**config.mk**
```make
export PLATFORM = sky130hd
export DESIGN_NAME = cau_ctrl
export DESIGN_NICKNAME = d
export VERILOG_FILES = /design/src/sv/cau_pkg.sv /design/src/sv/cau_ctrl.sv
export VERILOG_INCLUDE_DIRS = /design/src /design/src/sv
export SDC_FILE = /design/constraint.sdc
export NUM_CORES = 1
export LEC_CHECK = 0
export ABC_CLOCK_PERIOD_IN_PS = 1990
export BUFFER_PORTS_ARGS = -buffer_cell sky130_fd_sc_hd__buf_2
export CAP_MARGIN = 30
export CORE_MARGIN = 1
export CORE_UTILIZATION = 51
export DETAILED_ROUTE_END_ITERATION = 7
export GPL_TIMING_DRIVEN = 1
export HOLD_SLACK_MARGIN = 0.08
export PLACE_DENSITY = 0.81
export SYNTH_ARGS = -nofsm -noshare
export SYNTH_HDL_FRONTEND = slang
export SYNTH_SLANG_ARGS = --single-unit
```
**constraint.sdc**
```tcl
create_clock -name clk_i -period 1.99 [get_ports clk_i]
set_input_delay 0.0995 -clock clk_i [delete_from_list [all_inputs] [get_ports clk_i]]
set_output_delay 0.0995 -clock clk_i [all_outputs]
set_load 0.02 [all_outputs]
```
**src/sv/complex_arithmetic_unit_core_assert.svh**
```systemverilog
// Assertion macros used by the complex ALU sequencer.
`ifndef COMPLEX_ARITHMETIC_UNIT_CORE_ASSERT_SVH
`define COMPLEX_ARITHMETIC_UNIT_CORE_ASSERT_SVH
`ifndef NO_ASSERTIONS
// Concurrent property check on the rising clock edge, off during reset.
`define CAU_ASSERT(lbl, clk, rstn, prop) \
  lbl: assert property (@(posedge clk) disable iff (!rstn) prop) \
    else $error("assertion failed");
// Condition that must never be seen on a clock edge.
`define CAU_NEVER(lbl, clk, rstn, expr) \
  lbl: assert property (@(posedge clk) disable iff (!rstn) !(expr)) \
    else $error("forbidden condition seen");
`else
`define CAU_ASSERT(lbl, clk, rstn, prop)
`define CAU_NEVER(lbl, clk, rstn, expr)
`endif
`endif

```
**src/sv/cau_pkg.sv**
```systemverilog
// Types, codes and saturation helpers of the complex ALU.
package cau_pkg;

  typedef enum logic [3:0] {
    F_ADD     = 4'd0,
    F_SUB     = 4'd1,
    F_MUL     = 4'd2,
    F_DIV     = 4'd3,
    F_CONJ    = 4'd4,
    F_MOD     = 4'd5,
    F_SQUARE  = 4'd6,
    F_INV     = 4'd7,
    F_POW     = 4'd8,
    F_SCALE   = 4'd9,
    F_ADDREAL = 4'd10,
    F_SUBREAL = 4'd11,
    F_DIVREAL = 4'd12
  } func_e;

  typedef enum logic [1:0] {
    ST_OK   = 2'd0,
    ST_DIV0 = 2'd1,
    ST_SAT  = 2'd2
  } status_e;

  // Product selection of the shared multiplier; also the accumulate tag.
  typedef enum logic [2:0] {
    MS_NONE,
    MS_XRYR,
    MS_XIYI,
    MS_XRYI,
    MS_XIYR,
    MS_YRYR,
    MS_YIYI
  } msel_e;

  localparam logic signed [31:0] Q_ONE   = 32'sh0001_0000;
  localparam logic signed [31:0] S32_MAX = 32'sh7FFF_FFFF;
  localparam logic signed [31:0] S32_MIN = 32'sh8000_0000;

  typedef struct packed {
    logic  load;
    msel_e msel;
    logic  mul_wb;
    logic  div_init;
    logic  div_step;
    logic  div_wb;
    logic  sqrt_init;
    logic  sqrt_step;
    logic  sqrt_wb;
    logic  fin;
  } cmd_t;

  // Sign and magnitude to 32-bit signed, clamped. Returns {sat, value}.
  function automatic logic [32:0] sat_mag(input logic neg, input logic [63:0] mag);
    logic [32:0] r;
    if (neg) begin
      if (mag > 64'h8000_0000) r = {1'b1, S32_MIN};
      else                     r = {1'b0, 32'(32'd0 - mag[31:0])};
    end else begin
      if (mag > 64'h7FFF_FFFF) r = {1'b1, S32_MAX};
      else                     r = {1'b0, mag[31:0]};
    end
    return r;
  endfunction

  // 33-bit sum to 32-bit signed, clamped. Returns {sat, value}.
  function automatic logic [32:0] sat_sum(input logic signed [32:0] v);
    logic [32:0] r;
    if (v[32] != v[31]) r = {1'b1, (v[32] ? S32_MIN : S32_MAX)};
    else                r = {1'b0, v[31:0]};
    return r;
  endfunction

  // |s| of a 66-bit accumulator; the values used never exceed 2^63.
  function automatic logic [63:0] abs66(input logic signed [65:0] s);
    logic [65:0] t;
    t = s[65] ? 66'(-s) : s;
    return t[63:0];
  endfunction

endpackage

```
**src/sv/cau_ctrl.sv**
```systemverilog
// Sequencer of the complex ALU: handshakes and datapath commands.
`include "complex_arithmetic_unit_core_assert.svh"
module cau_ctrl import cau_pkg::*; (
  input  logic       clk_i,
  input  logic       rst_ni,
  input  logic       in_valid_i,
  output logic       in_ready_o,
  input  logic [3:0] func_i,
  input  logic [7:0] exponent_i,
  output logic       out_valid_o,
  input  logic       out_ready_i,
  output cmd_t       cmd_o
);

  typedef enum logic [3:0] {
    S_IDLE, S_MUL, S_DIVP, S_DIV, S_DIVWB, S_SQP, S_SQRT, S_SQWB, S_FIN
  } state_e;

  state_e     state_q;
  logic [4:0] cnt_q;
  logic       pow_q;
  logic [7:0] pow_left_q;
  logic       out_valid_q;
  func_e      fn;

  assign fn          = func_e'(func_i);
  assign in_ready_o  = (state_q == S_IDLE);
  assign out_valid_o = out_valid_q;

  always_comb begin
    cmd_o      = '0;
    cmd_o.msel = MS_NONE;
    unique case (state_q)
      S_IDLE: cmd_o.load = in_valid_i;
      S_MUL: begin
        unique case (cnt_q)
          5'd0:    cmd_o.msel = MS_XRYR;
          5'd1:    cmd_o.msel = MS_XIYI;
          5'd2:    cmd_o.msel = MS_XRYI;
          5'd3:    cmd_o.msel = MS_XIYR;
          default: cmd_o.msel = MS_NONE;
        endcase
        cmd_o.mul_wb = (cnt_q == 5'd5);
      end
      S_DIVP: begin
        unique case (cnt_q)
          5'd0:    cmd_o.msel = MS_YRYR;
          5'd1:    cmd_o.msel = MS_YIYI;
          5'd2:    cmd_o.msel = MS_XRYR;
          5'd3:    cmd_o.msel = MS_XIYI;
          5'd4:    cmd_o.msel = MS_XRYI;
          5'd5:    cmd_o.msel = MS_XIYR;
          default: cmd_o.msel = MS_NONE;
        endcase
        cmd_o.div_init = (cnt_q == 5'd7);
      end
      S_DIV:   cmd_o.div_step = 1'b1;
      S_DIVWB: cmd_o.div_wb = 1'b1;
      S_SQP: begin
        unique case (cnt_q)
          5'd0:    cmd_o.msel = MS_YRYR;
          5'd1:    cmd_o.msel = MS_YIYI;
          default: cmd_o.msel = MS_NONE;
        endcase
        cmd_o.sqrt_init = (cnt_q == 5'd3);
      end
      S_SQRT:  cmd_o.sqrt_step = 1'b1;
      S_SQWB:  cmd_o.sqrt_wb = 1'b1;
      S_FIN:   cmd_o.fin = !out_valid_q || out_ready_i;
      default: cmd_o.msel = MS_NONE;
    endcase
  end

  always_ff @(posedge clk_i or negedge rst_ni) begin
    if (!rst_ni) begin
      state_q     <= S_IDLE;
      cnt_q       <= '0;
      pow_q       <= 1'b0;
      pow_left_q  <= '0;
      out_valid_q <= 1'b0;
    end else begin
      if (cmd_o.fin)        out_valid_q <= 1'b1;
      else if (out_ready_i) out_valid_q <= 1'b0;

      unique case (state_q)
        S_IDLE: begin
          if (in_valid_i) begin
            cnt_q      <= '0;
            pow_q      <= (fn == F_POW);
            pow_left_q <= exponent_i - 8'd1;
            unique case (fn) inside
              F_MUL, F_SQUARE, F_SCALE: state_q <= S_MUL;
              F_POW:                    state_q <= (exponent_i > 8'd1) ? S_MUL : S_FIN;
              F_DIV, F_INV, F_DIVREAL:  state_q <= S_DIVP;
              F_MOD:                    state_q <= S_SQP;
              default:                  state_q <= S_FIN;
            endcase
          end
        end
        S_MUL: begin
          if (cnt_q == 5'd5) begin
            cnt_q <= '0;
            if (pow_q && pow_left_q > 8'd1) pow_left_q <= pow_left_q - 8'd1;
            else                            state_q <= S_FIN;
          end else begin
            cnt_q <= cnt_q + 5'd1;
          end
        end
        S_DIVP: begin
          cnt_q <= cnt_q + 5'd1;
          if (cnt_q == 5'd7) begin
            cnt_q   <= '0;
            state_q <= S_DIV;
          end
        end
        S_DIV: begin
          cnt_q <= cnt_q + 5'd1;
          if (cnt_q == 5'd31) state_q <= S_DIVWB;
        end
        S_DIVWB: state_q <= S_FIN;
        S_SQP: begin
          cnt_q <= cnt_q + 5'd1;
          if (cnt_q == 5'd3) begin
            cnt_q   <= '0;
            state_q <= S_SQRT;
          end
        end
        S_SQRT: begin
          cnt_q <= cnt_q + 5'd1;
          if (cnt_q == 5'd31) state_q <= S_SQWB;
        end
        S_SQWB: state_q <= S_FIN;
        S_FIN: begin
          if (cmd_o.fin) state_q <= S_IDLE;
        end
        default: state_q <= S_IDLE;
      endcase
    end
  end

  `CAU_ASSERT(a_accept_busy, clk_i, rst_ni, in_valid_i && in_ready_o |=> !in_ready_o)
  `CAU_NEVER(a_fin_blocked, clk_i, rst_ni, cmd_o.fin && out_valid_q && !out_ready_i)
  `CAU_NEVER(a_pow_count, clk_i, rst_ni, state_q == S_MUL && pow_q && pow_left_q == 8'd0)
  `CAU_ASSERT(a_valid_src, clk_i, rst_ni, $rose(out_valid_q) |-> $past(state_q == S_FIN))

endmodule

```
---- After elaboration in Yosys (flattened, before gate mapping) ----
Cells that the tools add are included.
W data, S select, Z words.
operators by class
  add/subtract/negate cells ............... 3
  magnitude comparators ................... 2
  equality and inequality tests ........... 32
  muxes and demuxes ....................... 35
  reductions and logical operators ........ 16
operators with widths
  cell                   number
  $mux W4                9
  $pmux W4 S8            1
  $eq A4 B3 Y1 const B   7
  $pmux W5 S5            1
  $mux W8                3
  $mux W5                4
  $ne A2 B2 Y1 const B   9
  $pmux W3 S6            1
  $eq A4 B2 Y1 const B   4
  $eq A4 B4 Y1 const B   4
  $gt A8 B1 Y1 const B   2
  $pmux W4 S4            1
  $pmux W8 S2            1
  $sub A8 B1 Y8 const B  2
  $eq A5 B3 Y1 const B   3
  $pmux W3 S4            1
  $mux W1                11
  $eq A5 B2 Y1 const B   2
  $pmux W3 S3            1
  $reduce_and A8 Y1      1
  $pmux W3 S2            1
  $reduce_or A3 Y1       2
  $add A5 B1 Y5 const B  1
  $eq A5 B1 Y1 const B   1
  other kinds (12)       15
storage, ports and cells
  register bits after elaboration ......... 19
  bits of input ports ..................... 16
  output and inout port bits .............. 14

---- Longest topological paths before layout ----
  depth in word-level cells ............... 5
  gate-level depth with buffers ........... 9

---- Least setup slack after synthesis ----
Ideal clock, no wire load.
  kind .................................... reg-to-reg
  start ................................... register state_q[1]
  end ..................................... register pow_left_q[0]
  arrival time ............................ 1.897 ns
  path slack .............................. 0.013 ns
  stages on the path, launching flop included .. 10
  clock period less this slack ............ 1.977 ns
  path through ............................ dfrtp_1 > buf_4 > nor4_4 > nand2_1 > inv_1 > o22a_2 > buf_2 > buf_6 > nand3_1 > o211ai_2
between the ends
  cells in the longest elaborated chain, start to end .. 3
  elaborated cells on any way between the ends .. 8
  those cells by class .................... eq/ne (4); mux (1); reduce/logical (3)
ends and longest elaborated chain
  element                                                              line             text
  start: declaration                                                   cau_ctrl.sv:19   state_e state_q;
  start signal: assignment                                             cau_ctrl.sv:93   F_POW: state_q <= (exponent_i > 8'd1) ? S_MUL : S_FIN;
  $logic_not A4 Y1 (*)                                                 -
  net in_ready_o                                                       cau_ctrl.sv:7    output logic in_ready_o,
  $ne A2 B2 Y1 (no line) / $reduce_bool A2 Y1 (equally long branches)  -
  $reduce_and A4 Y1 (no line)                                          -
  end signal: assignment                                               cau_ctrl.sv:90   pow_left_q <= exponent_i - 8'd1;
  end signal: assignment                                               cau_ctrl.sv:103  if (pow_q && pow_left_q > 8'd1) pow_left_q <= pow_left_q - 8'd1;
  end: declaration                                                     cau_ctrl.sv:22   logic [7:0] pow_left_q;
The timed path passes the listed nets; every way through them passes the cells marked *.
A chain may end at the register's enable or synchronous reset.

---- Final worst setup path ----
  start ................................... register state_q[0]
  end ..................................... register state_q[2]
between the ends
  cells in the longest elaborated chain, start to end .. 4
  elaborated cells on any way between the ends .. 21
  those cells by class .................... eq/ne (16); mux (2); reduce/logical (3)
ends and longest elaborated chain
  element                      line                            text
  $eq A4 B4 Y1                 cau_ctrl.sv:33, cau_ctrl.sv:85
  $mux W1                      cau_ctrl.sv:33                  unique case (state_q)
  $ne A2 B2 Y1 (no line)       -
  $reduce_and A8 Y1 (no line)  -
Several ways; a longest one is shown, not always the timed one.

==> metrics.cfg <==
[routing]
dr.pass1.iters=5
routed_wirelength_um=5120
drt-initial-drc-count=184
viasPerCell=5.95
vias=1976
drc=0
ant_nets=0
wl_per_cell_um=15.4

[sta]
worstMarginPinSlew_ns=0.456
whs_ns=0.125
setup_viol=5
max-slew-margin-rel_pct=69.1
setup_slack_ns=-0.0692
grt_setup_unrepaired=true
setup-tns-final_ns=-0.199
layout_min_cycle_time_ns=2.06
finClkSkew_ns=0.00966
report.final.slew_viol_count=0
fmax_mhz=486
final_hold_viol_count=0
period_share_pct=103

[yosys]
synth_common_cells=a21oi_1, dfrtp_1, nor2_1
syn_inst=224
synth_cell_types=63
syn-num-nets=249
post-synth-top-count-cell=a21oi_1
yosysTopAreaCell=dfrtp_1
yosysWarningCount=0
ys_top_cells_by_area=dfrtp_1, a21oi_1, ha_1, clkbuf_8, nor2_1
yosys_most_used_dff=dfrtp_1
synth.avg_cell_area_um2=8.30
synth_area_mm2=0.00186
synth_top_area_share_pct=25.6
synth_edf_count=0
seq_area_frac_synth_pct=25.6
synthArstFlopShare_pct=100
synth_seq_cells=19

[die]
start_util_pct=54.4
io_pins=30
die_h_um=62.4
die-area_mm2=0.00389
core_mm2=0.00342
die_x_um=62.4
rows=21

[final_layout]
drive_gt1_share_pct=37.4
register_area_um2=480
multi_input_comb_area_mm2=0.00133
num-nets-final=312
area_growth_pct=30.9
utilization_pct=71.2
fillers=247
n_antenna_cell=0
stdcell_count=332

[outcome]
violations=negative setup slack
status=finished, violations left

[critical_path]
path_delay_family=compound AO/OA/AOI/OAI gates
cpMostUsedCell=buf_4
path_max_fanout=3
cp-start-kind=flop
cpMaxStageDelayCell=dfrtp_2
criticalPathCategory=flop to flop
end_kind=flop
cpPeakStageDelay_ns=0.46
worstPathRequired_ns=2.19
worstPathArrival_ns=2.26
path_buf_inv=2
worstPathCellList=buf_4, buf_4, or3_4, o22a_1, o211ai_2, mux2_4

[global_route]
grt_overflow=0
grt_usage_pct=24.9
grt_start_max_net_pins=22
grt_pass1_wl_um=7800
antenna_found_initial=0
grt_pass1_vias=1712

[cts]
clk_path_buf_depth=2
numCtsBuffers=3
cts_sinks=19
cts.clk_slew.worst_paths_ns=0.11
tritoncts=yes
h-tree-depth=1
root_buffer=clkbuf_4
clock_latency_ns=0.30

[placement]
dp_hpwl_um=3380
port_buffers=29
dpl.cell_count=310
gp_congestion=0.966

[power_and_ir_drop]
power_density_mw_per_mm2=1230
ir_drop_mv=0.687
p_leak_nw=1.10

[hold_path]
hp-class=primary input to flop

[job]
cap_violations=0

==> sequential cells by signal (all words and copies together), names as in the netlist <==
| name | cells |
|---|---|
| pow_left_q | 8 |
| pow_q | 1 |
| state_q | 4 |
| cnt_q | 5 |
| out_valid_o | 1 |
==> kinds of logic (layout without fill, tap and decap cells) <==
| group | after synthesis | in the layout | synth area share [%] |
|---|---|---|---|
| AO/OA/AOI/OAI | 65 | 65 | 24.0 |
| XOR/XNOR | 9 | 9 | 4.24 |
| adder cells (fa/ha/maj) | 9 | 9 | 6.06 |
| buffers and inverters | 26 | 88 | 9.02 |
| flip-flops | 19 | 19 | 25.6 |
| multiplexers | 2 | 2 | 1.21 |
| AND/OR/NAND/NOR | 94 | 94 | 29.9 |
==> worst min-delay path, delay by kind of cell <==
kind | cells | cell delay (ns)
AOI/OAI and AO/OA | 1 | 0.07
buffers and inverters | 1 | 0.14
and+or+nand+nor | 1 | 0.10
==> metal layers <==
| metal | track usage, % | wire length, um |
|---|---|---|
| met1 | 33.4 | 2060 |
| met2 | 42.3 | 2550 |
| met3 | 4.38 | 373 |
| met4 | 4.36 | 133 |
| met5 | 0 | 0 |
==> report_power, final <==
part / internal (mW) / switching (mW) / leakage, nW
registers: 0.532 / 0.172 / 0.232
clock network: 0.0782 / 0.117 / 0.0150
logic: 1.01 / 1.08 / 0.856
==> cell usage in the layout (no fill, tap or decap), types with 5 or more instances in the layout <==
cell      netlist  routed
nand3_1         9       9
nor3_1          9       8
ha_1            9       8
o21ai_0        10      10
buf_2           1      26
a21oi_1        23      20
nand2b_1        7       7
dfrtp_1        19      15
or3_1           5       5
nor2_1         17      15
xor2_1          5       5
nand2_1        15      15
buf_4           1      39
inv_1          12      10
==> layout make-up <==
| type | instances | area share, % |
|---|---|---|
| Clock buffer | 4 | 1.08 |
| Tap cell | 46 | 2.37 |
| Timing Repair Buffer | 72 | 20.4 |
| Sequential cell | 19 | 19.7 |
| Multi-Input combinational cell | 179 | 54.6 |
| Inverter | 12 | 1.85 |
==> worst paths after layout <==
check                      cells after the start       start         end  slack [ns]
max reg2reg                                    6  state_q[0]  state_q[2]       -0.07
max                                            6  state_q[0]  state_q[2]       -0.07
min                                            3   func_i[3]       pow_q        0.13
max in group asynchronous                      2      rst_ni  state_q[0]        1.41
min reg2reg                                    2       pow_q       pow_q        0.53
min in group asynchronous                      2      rst_ni  state_q[1]        0.25
==> metrics by stage <==
step,worst slack (ns),area (um^2),total power [mW]
finish,-0.0692,2430,2.98
global route,-0.134,2430,3.20
CTS,-0.0240,2280,2.70
detailed placement,0.0397,2130,2.35
global placement,0.0826,2130,2.30
floorplan,0.0129,1860,1.86
==> timing repair <==
item / in CTS / in global routing
hold endpoints to repair: 21 / 0
pin swaps: 6 / 9
cloned: 0 / 0
resized for setup: 18 / 15
buffers inserted: 4 / 11
endpoints found under the setup margin: 4 / 17
hold buffers: 4 / 0
Power figures use the tool's default switching activity.
